**src/rtl/core/tcw_pkg.sv**
```systemverilog
// tcw_pkg: shared types and constants of the text console character writer
// field widths, character codes, register indexes, controller/datapath bundles
// no dependencies
package tcw_pkg;

  localparam int CHAR_W      = 8;
  localparam int ATTR_W      = 16;
  localparam int IN_ROW_W    = 6;
  localparam int IN_COL_W    = 7;
  localparam int CUR_ROW_W   = 6;
  localparam int CUR_COL_W   = 7;
  localparam int COLS_REG_W  = 8;
  localparam int ROWS_REG_W  = 7;
  localparam int CFG_IDX_W   = 2;
  localparam int CFG_DATA_W  = 16;
  localparam int S_TDATA_W   = 24;
  localparam int M_TDATA_W   = 40;

  localparam logic [CHAR_W-1:0] CH_NEWLINE = 8'd10;
  localparam logic [CHAR_W-1:0] CH_TAB     = 8'd9;
  localparam logic [CHAR_W-1:0] CH_SPACE   = 8'd32;
  localparam int                TAB_STOP   = 4;
  localparam int                TAB_STOP_W = $clog2(TAB_STOP);

  localparam logic OP_PUT  = 1'b0;
  localparam logic OP_READ = 1'b1;

  typedef enum logic [CFG_IDX_W-1:0] {
    CFG_COLS       = 2'd0,
    CFG_ROWS       = 2'd1,
    CFG_TEXT_ATTR  = 2'd2,
    CFG_BLANK_ATTR = 2'd3
  } cfg_idx_e;

  localparam logic [COLS_REG_W-1:0] COLS_RST       = 8'd80;
  localparam logic [ROWS_REG_W-1:0] ROWS_RST       = 7'd25;
  localparam logic [ATTR_W-1:0]     TEXT_ATTR_RST  = 16'd7;
  localparam logic [ATTR_W-1:0]     BLANK_ATTR_RST = 16'd0;
  localparam logic [ATTR_W-1:0]     CLEAR_ATTR     = 16'd0;

  typedef enum logic [3:0] {
    DP_NOP,
    DP_CLEAR,
    DP_ACCEPT,
    DP_RDATA,
    DP_FILL,
    DP_ADVANCE,
    DP_COPY,
    DP_DRAIN,
    DP_BLANK
  } dp_op_e;

  typedef struct packed {
    dp_op_e op;
    logic   load_out;
  } dp_cmd_t;

  typedef struct packed {
    logic in_is_read;
    logic clear_last;
    logic fill_skip;
    logic fill_last;
    logic need_scroll;
    logic multi_row;
    logic copy_last;
    logic blank_last;
  } dp_status_t;

endpackage

```
**src/rtl/core/tcw_ctrl.sv**
```systemverilog
// tcw_ctrl: sequencer of the text console writer
// drives datapath commands and the stream handshakes; depends on tcw_pkg
module tcw_ctrl (
  input  logic                clk_i,
  input  logic                rst_ni,
  input  logic                s_tvalid_i,
  output logic                s_tready_o,
  output logic                m_tvalid_o,
  input  logic                m_tready_i,
  input  tcw_pkg::dp_status_t status_i,
  output tcw_pkg::dp_cmd_t    cmd_o
);

  typedef enum logic [3:0] {
    ST_CLEAR,
    ST_IDLE,
    ST_RDATA,
    ST_FILL,
    ST_ADVANCE,
    ST_COPY,
    ST_DRAIN,
    ST_BLANK,
    ST_FINISH
  } state_e;

  state_e state_q, state_d;
  logic   out_valid_q, out_valid_d;

  always_comb begin
    state_d        = state_q;
    out_valid_d    = out_valid_q && !m_tready_i;
    cmd_o.op       = tcw_pkg::DP_NOP;
    cmd_o.load_out = 1'b0;
    case (state_q)
      ST_CLEAR: begin
        cmd_o.op = tcw_pkg::DP_CLEAR;
        if (status_i.clear_last) begin
          state_d = ST_IDLE;
        end
      end
      ST_IDLE: begin
        if (s_tvalid_i) begin
          cmd_o.op = tcw_pkg::DP_ACCEPT;
          state_d  = status_i.in_is_read ? ST_RDATA : ST_FILL;
        end
      end
      ST_RDATA: begin
        cmd_o.op = tcw_pkg::DP_RDATA;
        state_d  = ST_FINISH;
      end
      ST_FILL: begin
        if (!status_i.fill_skip) begin
          cmd_o.op = tcw_pkg::DP_FILL;
        end
        if (status_i.fill_skip || status_i.fill_last) begin
          state_d = ST_ADVANCE;
        end
      end
      ST_ADVANCE: begin
        cmd_o.op = tcw_pkg::DP_ADVANCE;
        if (status_i.need_scroll) begin
          state_d = status_i.multi_row ? ST_COPY : ST_BLANK;
        end else begin
          state_d = ST_FINISH;
        end
      end
      ST_COPY: begin
        cmd_o.op = tcw_pkg::DP_COPY;
        if (status_i.copy_last) begin
          state_d = ST_DRAIN;
        end
      end
      ST_DRAIN: begin
        cmd_o.op = tcw_pkg::DP_DRAIN;
        state_d  = ST_BLANK;
      end
      ST_BLANK: begin
        cmd_o.op = tcw_pkg::DP_BLANK;
        if (status_i.blank_last) begin
          state_d = ST_FINISH;
        end
      end
      ST_FINISH: begin
        if (!out_valid_q || m_tready_i) begin
          cmd_o.load_out = 1'b1;
          out_valid_d    = 1'b1;
          state_d        = ST_IDLE;
        end
      end
      default: begin
        state_d = ST_IDLE;
      end
    endcase
  end

  always_ff @(posedge clk_i or negedge rst_ni) begin
    if (!rst_ni) begin
      state_q     <= ST_CLEAR;
      out_valid_q <= 1'b0;
    end else begin
      state_q     <= state_d;
      out_valid_q <= out_valid_d;
    end
  end

  assign s_tready_o = state_q == ST_IDLE;
  assign m_tvalid_o = out_valid_q;

  // one item in flight at a time
  assert property (@(posedge clk_i) disable iff (!rst_ni)
    (s_tvalid_i && s_tready_o) |=> !s_tready_o)
    else $error("second transaction accepted while an item is in flight");

  // a result appears only when the finish step hands it over
  assert property (@(posedge clk_i) disable iff (!rst_ni)
    $rose(m_tvalid_o) |-> $past(state_q == ST_FINISH))
    else $error("result raised outside the finish step");

  // a waiting result is not overwritten
  assert property (@(posedge clk_i) disable iff (!rst_ni)
    (state_q == ST_FINISH && out_valid_q && !m_tready_i) |=>
      (state_q == ST_FINISH && m_tvalid_o))
    else $error("pending result overwritten");

endmodule

```
**config.mk**
```make
export PLATFORM = sky130hd
export DESIGN_NAME = tcw_ctrl
export DESIGN_NICKNAME = d
export VERILOG_FILES = /design/src/rtl/core/tcw_pkg.sv /design/src/rtl/core/tcw_ctrl.sv
export SDC_FILE = /design/constraint.sdc
export NUM_CORES = 1
export LEC_CHECK = 0
export BUFFER_PORTS_ARGS = -buffer_cell sky130_fd_sc_hd__buf_2
export CAP_MARGIN = 5
export CORE_AREA = 2 2 39 41
export DETAILED_ROUTE_END_ITERATION = 16
export DIE_AREA = 0 0 41 43
export PLACE_DENSITY_LB_ADDON = 0.25
export SYNTH_ARGS = -nofsm -noshare
export SYNTH_HDL_FRONTEND = slang
export SYNTH_SLANG_ARGS = --single-unit
```
**constraint.sdc**
```tcl
create_clock -name clk_i -period 4.2 [get_ports clk_i]
set_input_delay 0.42 -clock clk_i [delete_from_list [all_inputs] [get_ports clk_i]]
set_output_delay 0.42 -clock clk_i [all_outputs]
set_load 0.05 [all_outputs]
```
== Word-level counts from Yosys, hierarchy flattened ==
Index checks and enable logic that the tools add are counted.

* Output and inout bits: 7
* Register bits after elaboration: 5

* Equal/unequal tests: 14
* Muxes and demuxes: 17
* Reductions and logical operators: 7

{| class="wikitable"
|+ Operator list
! cell !! count
|-
| case mux 4 bit (9 select lines) || 1
|-
| case mux 4 bit (8 select lines) || 1
|-
| two-way mux 4 bit || 7
|-
| equality test 4 x 3 -> 1 bit (second input constant) || 4
|-
| != test 2 bit (second input constant) || 6
|-
| equality test 4 x 2 -> 1 bit (second input constant) || 2
|-
| AND reduction 6 bit || 1
|-
| two-way mux 1 bit || 5
|-
| equality test 4 x 1 -> 1 bit (second input constant) || 1
|-
| equality test 4 bit (second input constant) || 1
|-
| zero test 4 bit || 1
|-
| two-way mux 2 bit || 2
|-
| two-way mux 3 bit || 1
|-
| zero test 1 bit || 2
|-
| logical OR 1 bit || 2
|-
| logical AND 1 bit || 1
|}

== Logic depth before layout (Yosys ltp) ==
Gate-level depths: netlist (run 1).

* Word-level depth: 4
* Mapped depth: 6
* Mapped depth without buffers: 5

== Least setup slack after synthesis (run 1) ==
OpenSTA, ideal clock, no wires.

* Path type: reg2out
* From: register state_q[1]
* To: output cmd_o[3] (netlist bit)
* Stages on the path, launching flop included: 5
* Arrival time: 1.717 ns
* Path slack: 2.063 ns
* Data required time: 3.780 ns
* Path through: dfrtp_1 > buf_4 > nand2_1 > or3_1 > a21oi_1

{| class="wikitable"
|+ RTL lines
! element !! RTL line !! text
|-
| start: declaration || tcw_ctrl.sv:26 || <nowiki>state_e state_q, state_d;</nowiki>
|-
| start signal: assignment || tcw_ctrl.sv:101 || <nowiki>state_q <= state_d;</nowiki>
|-
| end: declaration || tcw_ctrl.sv:11 || <nowiki>output tcw_pkg::dp_cmd_t cmd_o</nowiki>
|}

==> results of run 1 <==
==> Yosys cell counts (2+ instances only) <==
library cell / number / area (um^2)
sky130_fd_sc_hd__inv_1: 3 / 11.26
sky130_fd_sc_hd__nor3_1: 3 / 15.01
sky130_fd_sc_hd__nand2_1: 4 / 15.01
sky130_fd_sc_hd__buf_4: 2 / 15.01
sky130_fd_sc_hd__nand3_1: 2 / 10.01
sky130_fd_sc_hd__clkbuf_4: 2 / 15.01
sky130_fd_sc_hd__nor2_1: 2 / 7.510
sky130_fd_sc_hd__dfrtp_1: 5 / 125.1
sky130_fd_sc_hd__or3_1: 3 / 18.77
sky130_fd_sc_hd__a21oi_1: 5 / 25.02
sky130_fd_sc_hd__o21ai_0: 2 / 10.01
==> kinds of logic (layout without fill, tap and decap cells) <==
logic type / Yosys count / after routing / share of synthesized area, %
compound gates: 15 / 15 / 23.36
simple gates: 22 / 22 / 33.05
mux: 2 / 2 / 4.843
buf+inv: 8 / 27 / 10.25
flops: 5 / 5 / 28.49
==> worst max path at each step <==
| stage | startpoint | endpoint | slack [ps] | cells past startpoint |
|---|---|---|---|---|
| floorplan | state_q[1] | cmd_o[3] | 2060 | 4 |
| detailed placement | state_q[0] | cmd_o[0] | 2310 | 3 |
| CTS | state_q[0] | cmd_o[0] | 2050 | 3 |
| global route | state_q[1] | cmd_o[3] | 1930 | 4 |
| finish | state_q[1] | cmd_o[0] | 2060 | 3 |
| global placement | state_q[3] | state_q[2] | 2310 | 5 |
==> registers in the layout (all words and copies together), names as in the netlist <==
| register | count |
|---|---|
| m_tvalid_o | 1 |
| state_q | 4 |
==> layer usage <==
metal / track usage [%] / up-vias
met4: 4.000 / 0
met2: 17.19 / 13
met1: 18.69 / 199
li1: - / 227
met3: 3.141 / 0
met5: 0 / -
==> per-stage QoR <==
step                      util, %  power [mW]  hold WS (ps)  cells
after global placement      37.52      0.4418         236.9     82
after global routing        40.14      0.5278         423.1     87
after detailed placement    37.52      0.4384         238.6     82
after CTS                   40.14      0.4948         420.8     87
after floorplan                 -      0.3939         124.4     52
final                       40.14      0.4914         421.9     87
==> critical path, stage by stage (launching register included) <==
cell and delay [ps]:
sky130_fd_sc_hd__dfrtp_1 510, sky130_fd_sc_hd__or4b_4 580, sky130_fd_sc_hd__a21oi_1 120, sky130_fd_sc_hd__buf_2 270
==> final cells by class <==
class	count	area share [%]
tap	16	3.604
clock buffer	4	4.730
timing repair buffer	19	18.02
inverter	4	2.703
sequential	5	22.52
multi-input combinational	39	48.42
==> where the power goes <==
part           internal [mW]  switching, mW  total [mW]
clock network         0.0358         0.0184      0.0542
registers             0.0693         0.0576       0.127
logic                  0.104          0.206       0.310
==> cells in the final DEF (no fill, tap or decap), types with 2 or more instances in the layout <==
cell | netlist | routed
sky130_fd_sc_hd__o21ai_0 | 2 | 2
sky130_fd_sc_hd__dfrtp_1 | 5 | 5
sky130_fd_sc_hd__nor3_1 | 3 | 3
sky130_fd_sc_hd__nand2_1 | 4 | 4
sky130_fd_sc_hd__a21oi_1 | 5 | 5
sky130_fd_sc_hd__buf_2 | 0 | 18
sky130_fd_sc_hd__clkbuf_4 | 2 | 3
sky130_fd_sc_hd__inv_1 | 3 | 3
sky130_fd_sc_hd__or3_1 | 3 | 3
sky130_fd_sc_hd__nand3_1 | 2 | 2
sky130_fd_sc_hd__nor2_1 | 2 | 2
==> impl_summary.md, run 1 <==
Synth
The sequential share of the synthesized area is 28.49%. After synthesis, the mean cell area works out to 8.446 um^2. The number of different library cells used by synthesis comes to 30.

The synthesized design contains 0 enable-type register cells. The post-synthesis net count is 64. After synthesis the netlist holds a flip-flop and latch count of 5. Yosys printed 0 warnings.

After technology mapping, the gate count stands at 52. The top flip-flop cell by instance count after synthesis is sky130_fd_sc_hd__dfrtp_1. Counting flops with an async set or reset pin after synthesis yields a share of 100.0%. The mapped netlist covers 439.2 um^2.

Layout
Summing all flip-flop and latch instances after layout gives 125.1 um^2. The number of fill cells is 151. The number of nets in the final layout is 84.

Of the cells placed in the final design, the portion with a size suffix greater than 1 is 40.85%. The area overhead of the layout relative to synthesis is 26.50%. The final instance area is 555.5 um^2. 0 antenna diodes ended up in the layout. The multi-input combinational cells in the finished layout cover a total of 269.0 um^2.

Worst setup path
The kind of launch point of the worst setup path is a flip-flop. The signal arrival time at the worst endpoint is 1720 ps. The depth of the worst register-to-register path is 5. The critical path class is reg2out.

The critical register-to-register path startpoint is state_q[1]. Along the worst path, the maximum fanout reaches 14. The setup check on the worst reg-to-reg path leaves a slack of 2320 ps. The required time of the critical path is 3780 ps. The worst register-to-register path ends at state_q[1]. The critical path endpoint category is a primary output.

Die
Pin placement for this block handled 19 I/O pins. The initial cell density of the core is 31.74%. The number of cell rows is 14. The die covers 0.001763 mm^2.

The die height is 43 um. The region available for standard cell placement spans 0.001384 mm^2. The die extent in x is 41 um.

Power
The analysis attributes to cell leakage a power of 0.2514 nW. The largest vdd supply drop is 342.4 uV. The total power density per cell area is 884.6 mW/mm^2.

Drt
The highest routed metal layer is met3. Wire segments on met3 add up to 49 um in the final route. The first detailed-routing pass ran for 4 iterations. The vias after detailed routing is 439.

The routed design has 935 um of wire. After detailed routing, the average wire length per cell comes to 10.75 um. The total routed wire length on the met1 layer is 430 um.

Using the TritonRoute via totals, the vias-per-cell ratio works out to 5.046. The number of design-rule violations left by the first detailed-router iteration is 6. In this run the remaining antenna-violating nets after routing total 0. The number of remaining DRC errors is 0.

After detailed routing, the met2 layer carries 455 um of wire.

STA
For the pin with the worst max-slew slack, the measured transition is 393.0 ps. The minimum clock period after layout is 2143 ps. The number of hold-slack violations in the final timing report is 0. In the post-route analysis, the smallest setup slack over all paths is 2057 ps. The maximum frequency from static timing analysis is 0.4666 GHz. Of the available clock period, the critical path in the final layout requires 51.03%. The number of max-slew violations in the final report is 0.

Measured against its own limit, the worst slew margin works out to 73.80%. Setup violations remaining at the end of the flow were counted as 0. Setup repair after global routing left no endpoint under its margin. The setup TNS after final layout is 0 ps. Clock skew on the completed layout was measured at 1.698 ps.

Flow run
The max-cap violation count is 0.

Global route
Across every metal layer, demand over resource in global routing totals 12.53%. The number of antenna violations at the first check in global routing came to 0. The number of global-route vias before repair is 368. The maximum number of pins on one net before global-route repair is 15.

Summed over all layers, the global routing overflow is 0. The wire length of the first global-routing pass is 1552 um.

Clock network
The clock tree root driver cell is sky130_fd_sc_hd__clkbuf_4. Clock-pin slew was measured on the worst setup and hold paths at 40 ps. In this run the number of H-tree levels came out at 1. The hold buffer count at CTS is 1. The TritonCTS sink count is 5. The clock reaches the later pin of the worst-skew pair after 240 ps. In this run, CTS created clock tree buffers numbering 3. After clock tree synthesis, the repair step resized 0 gates. The number of setup buffers added after CTS is 0. TritonCTS built the clock tree. The buffer levels on the longest clock path is 2.

Hold path
The class of the tightest hold or removal check is in2reg. The startpoint identified for the worst hold timing path is m_tready_i. The worst hold path passes through 2 cells. The sink of the worst hold path is m_tvalid_o.

Run status
The run finished with clean final reports.

Place
The final HPWL from detailed placement is 732.9 um. The total of buffers placed on input and output ports is 18. At the end of routability-driven placement, the weighted congestion stood at 0.7848. The post-place setup slack is 2307 ps. The placed instances occupy a cell area of 519.2 um^2.
(Power assumes the default switching activity.)
==> run 2, diff against run 1 <==
- clock period: 4.2 -> 2 ns (I/O delays scaled with it)
==> impl_summary.md, run 2 (synthesized netlist as in run 1, its figures left out) <==
Run status
The run finished with clean final reports.

STA
Setup repair after global routing left no endpoint under its margin. The final-report setup violation count is 0. Dividing the final minimum period by the clock period gives 91.99%. The actual transition at the worst max-transition pin is 403.9 ps. The worst slew margin relative to its limit is 72.73%. The number of hold-slack violations in the final timing report is 0.

The smallest hold slack is 200.0 ps. The final setup skew is 0.7555 ps. The worst path needs 1840 ps of the cycle, external delays included. The setup TNS after final layout is 0 ps. The number of max-slew violations in the final report was 0.

The maximum frequency from static timing analysis is 0.5435 GHz.

Power
The standby leakage power is 0.2703 nW. Power spread over the standard cell area amounts to 1876 mW/mm^2. The largest vdd supply drop is 805.4 uV.

Layout
The top cell types in the final layout, fill and taps aside, are 17 x sky130_fd_sc_hd__buf_2, 5 x sky130_fd_sc_hd__a21oi_1. The footprint of the flip-flops and latches is 126.4 um^2. The number of nets in the final layout is 88.

The number of antenna diodes in the final layout is 0. The number of flip-flops under the largest register name is 4. Compared with the post-synthesis result, the final layout area differs by 34.19%. Summing all multi-input logic gate instances after layout gives 269.0 um^2. The number of fill cells is 146. state_q holds more flip-flops than any other register. The most common cell after layout, fill and taps aside is sky130_fd_sc_hd__buf_2.

The post-route netlist has 45.33% of its cells at a drive strength greater than 1.

Worst setup path
The signal arrival time at the worst endpoint is 1640 ps. STA classifies the critical path startpoint as a flip-flop. The required time of the critical path is 1800 ps.

STA classifies the critical path endpoint as a primary output. The critical path class is reg2out. The maximum net fanout on the critical path is 9.

Drt
The number of design-rule violations left by the first detailed-router iteration is 10. The detail-routed net length per standard cell is 11.16 um. Dividing the detail-routed via count by the number of cells gives 5.022. The number of remaining DRC errors is 0. The number of iterations in the first detailed-routing pass is 4.

The routed wire length is 1016 um. The vias after detailed routing is 457. The count of nets left with antenna violations once routing finished came out at 0.

Clock network
In this run the number of H-tree levels came out at 1. The root buffer cell chosen for the clock tree is sky130_fd_sc_hd__clkbuf_4. In this run, CTS created clock tree buffers numbering 3. TritonCTS built the clock tree. Clock tree synthesis found a total of 5 sinks. The clock passes through at most 2 buffers.

Clock-pin slew was measured on the worst setup and hold paths at 40 ps. The clock insertion delay at the later pin of the skew report is 230 ps.

Place
The final weighted congestion in routability-driven placement is 0.8254. In this run the tool buffered the top-level ports with 18 buffer cells. Detailed placement finished with a half-perimeter wire length of 797.5 um.

Global route
The first global-routing pass estimated 1642 um of wire. The total routing usage reported by global routing is 13.02%. Entering global routing, the biggest net connects 12 pins. For this run the aggregate overflow at the end of global routing stands at 0. The number of antenna violations at the first check in global routing was 0. The number of global-route vias before repair is 418.

Die
During I/O placement, the number of pins put on the boundary was 19. The die covers 0.001763 mm^2. The core area is 0.001384 mm^2. The floorplan step set the die height to 43 um.

The die extent in x is 41 um. The initial cell density of the core is 31.74%. The number of cell rows is 14.

Hold path
The class of the tightest hold or removal check is in2reg.

Flow run
The max-cap violation count is 0.
run 2: cell types whose count changed in the layout (fill, tap and decap cells not counted):
| cell | before | now |
|---|---|---|
| sky130_fd_sc_hd__clkbuf_4 | 3 | 4 |
| sky130_fd_sc_hd__dfrtp_2 | 0 | 1 |
| sky130_fd_sc_hd__dfrtp_1 | 5 | 4 |
| sky130_fd_sc_hd__buf_4 | 0 | 4 |
| sky130_fd_sc_hd__buf_2 | 18 | 17 |
run 2: where the power goes:
group	leakage [nW]	internal (mW)	switching, mW	total [mW]
Combinational	0.193	0.272	0.528	0.799
Sequential	0.0628	0.149	0.0443	0.193
Clock	0.0150	0.0752	0.0379	0.113
Total	0.270	0.496	0.610	1.11
run 2: critical path, stage by stage, from the launching register on:
cell	delay, ps
sky130_fd_sc_hd__dfrtp_2	400
sky130_fd_sc_hd__buf_4	170
sky130_fd_sc_hd__nand2_1	130
sky130_fd_sc_hd__or3_1	330
sky130_fd_sc_hd__a21oi_1	130
sky130_fd_sc_hd__clkbuf_4	240
run 2: repair_timing:
item                       in CTS  in global routing
gates resized for setup         0                  2
hold endpoints to repair        5                  0
setup endpoints to repair       0                  1
hold buffers                    1                  0
setup buffers                   0                  0
run 2: metal layers:
| layer | GRT usage (%) | vias up | wire, um |
|---|---|---|---|
| met5 | 0 | - | 0 |
| met1 | 16.67 | 211 | 465 |
| li1 | - | 237 | - |
| met3 | 3.665 | 0 | 27 |
| met2 | 20.31 | 9 | 524 |
| met4 | 4.000 | 0 | 0 |
run 2: final cells by class:
cell class	count	share of cell area, %
Timing Repair Buffer	23	22.51
Tap cell	16	3.397
Sequential cell	5	21.44
Clock buffer	4	4.459
Multi-Input combinational cell	39	45.65
Inverter	4	2.548
run 2: worst paths after layout:
kind / endpoint / from / slack (ps) / cells after the start
max: cmd_o[3] / state_q[1] / 160 / 5
min: m_tvalid_o / m_tready_i / 200 / 2
max reg2reg: state_q[2] / state_q[1] / 260 / 5
min reg2reg: m_tvalid_o / m_tvalid_o / 580 / 2
max in group asynchronous: state_q[1] / rst_ni / 1560 / 2
min in group asynchronous: state_q[2] / rst_ni / 310 / 2
run 2: per-stage QoR:
step	setup slack, ps	instance area, um^2	instances	total power, mW	util [%]
after floorplan	82.57	439.2	52	0.8271	-
after global placement	279.1	549.3	86	0.9856	39.69
after detailed placement	264.6	549.3	86	0.9810	39.69
after CTS	97.75	585.6	91	1.105	42.31
after global routing	62.03	589.3	91	1.190	42.59
final	160.1	589.3	91	1.106	42.59
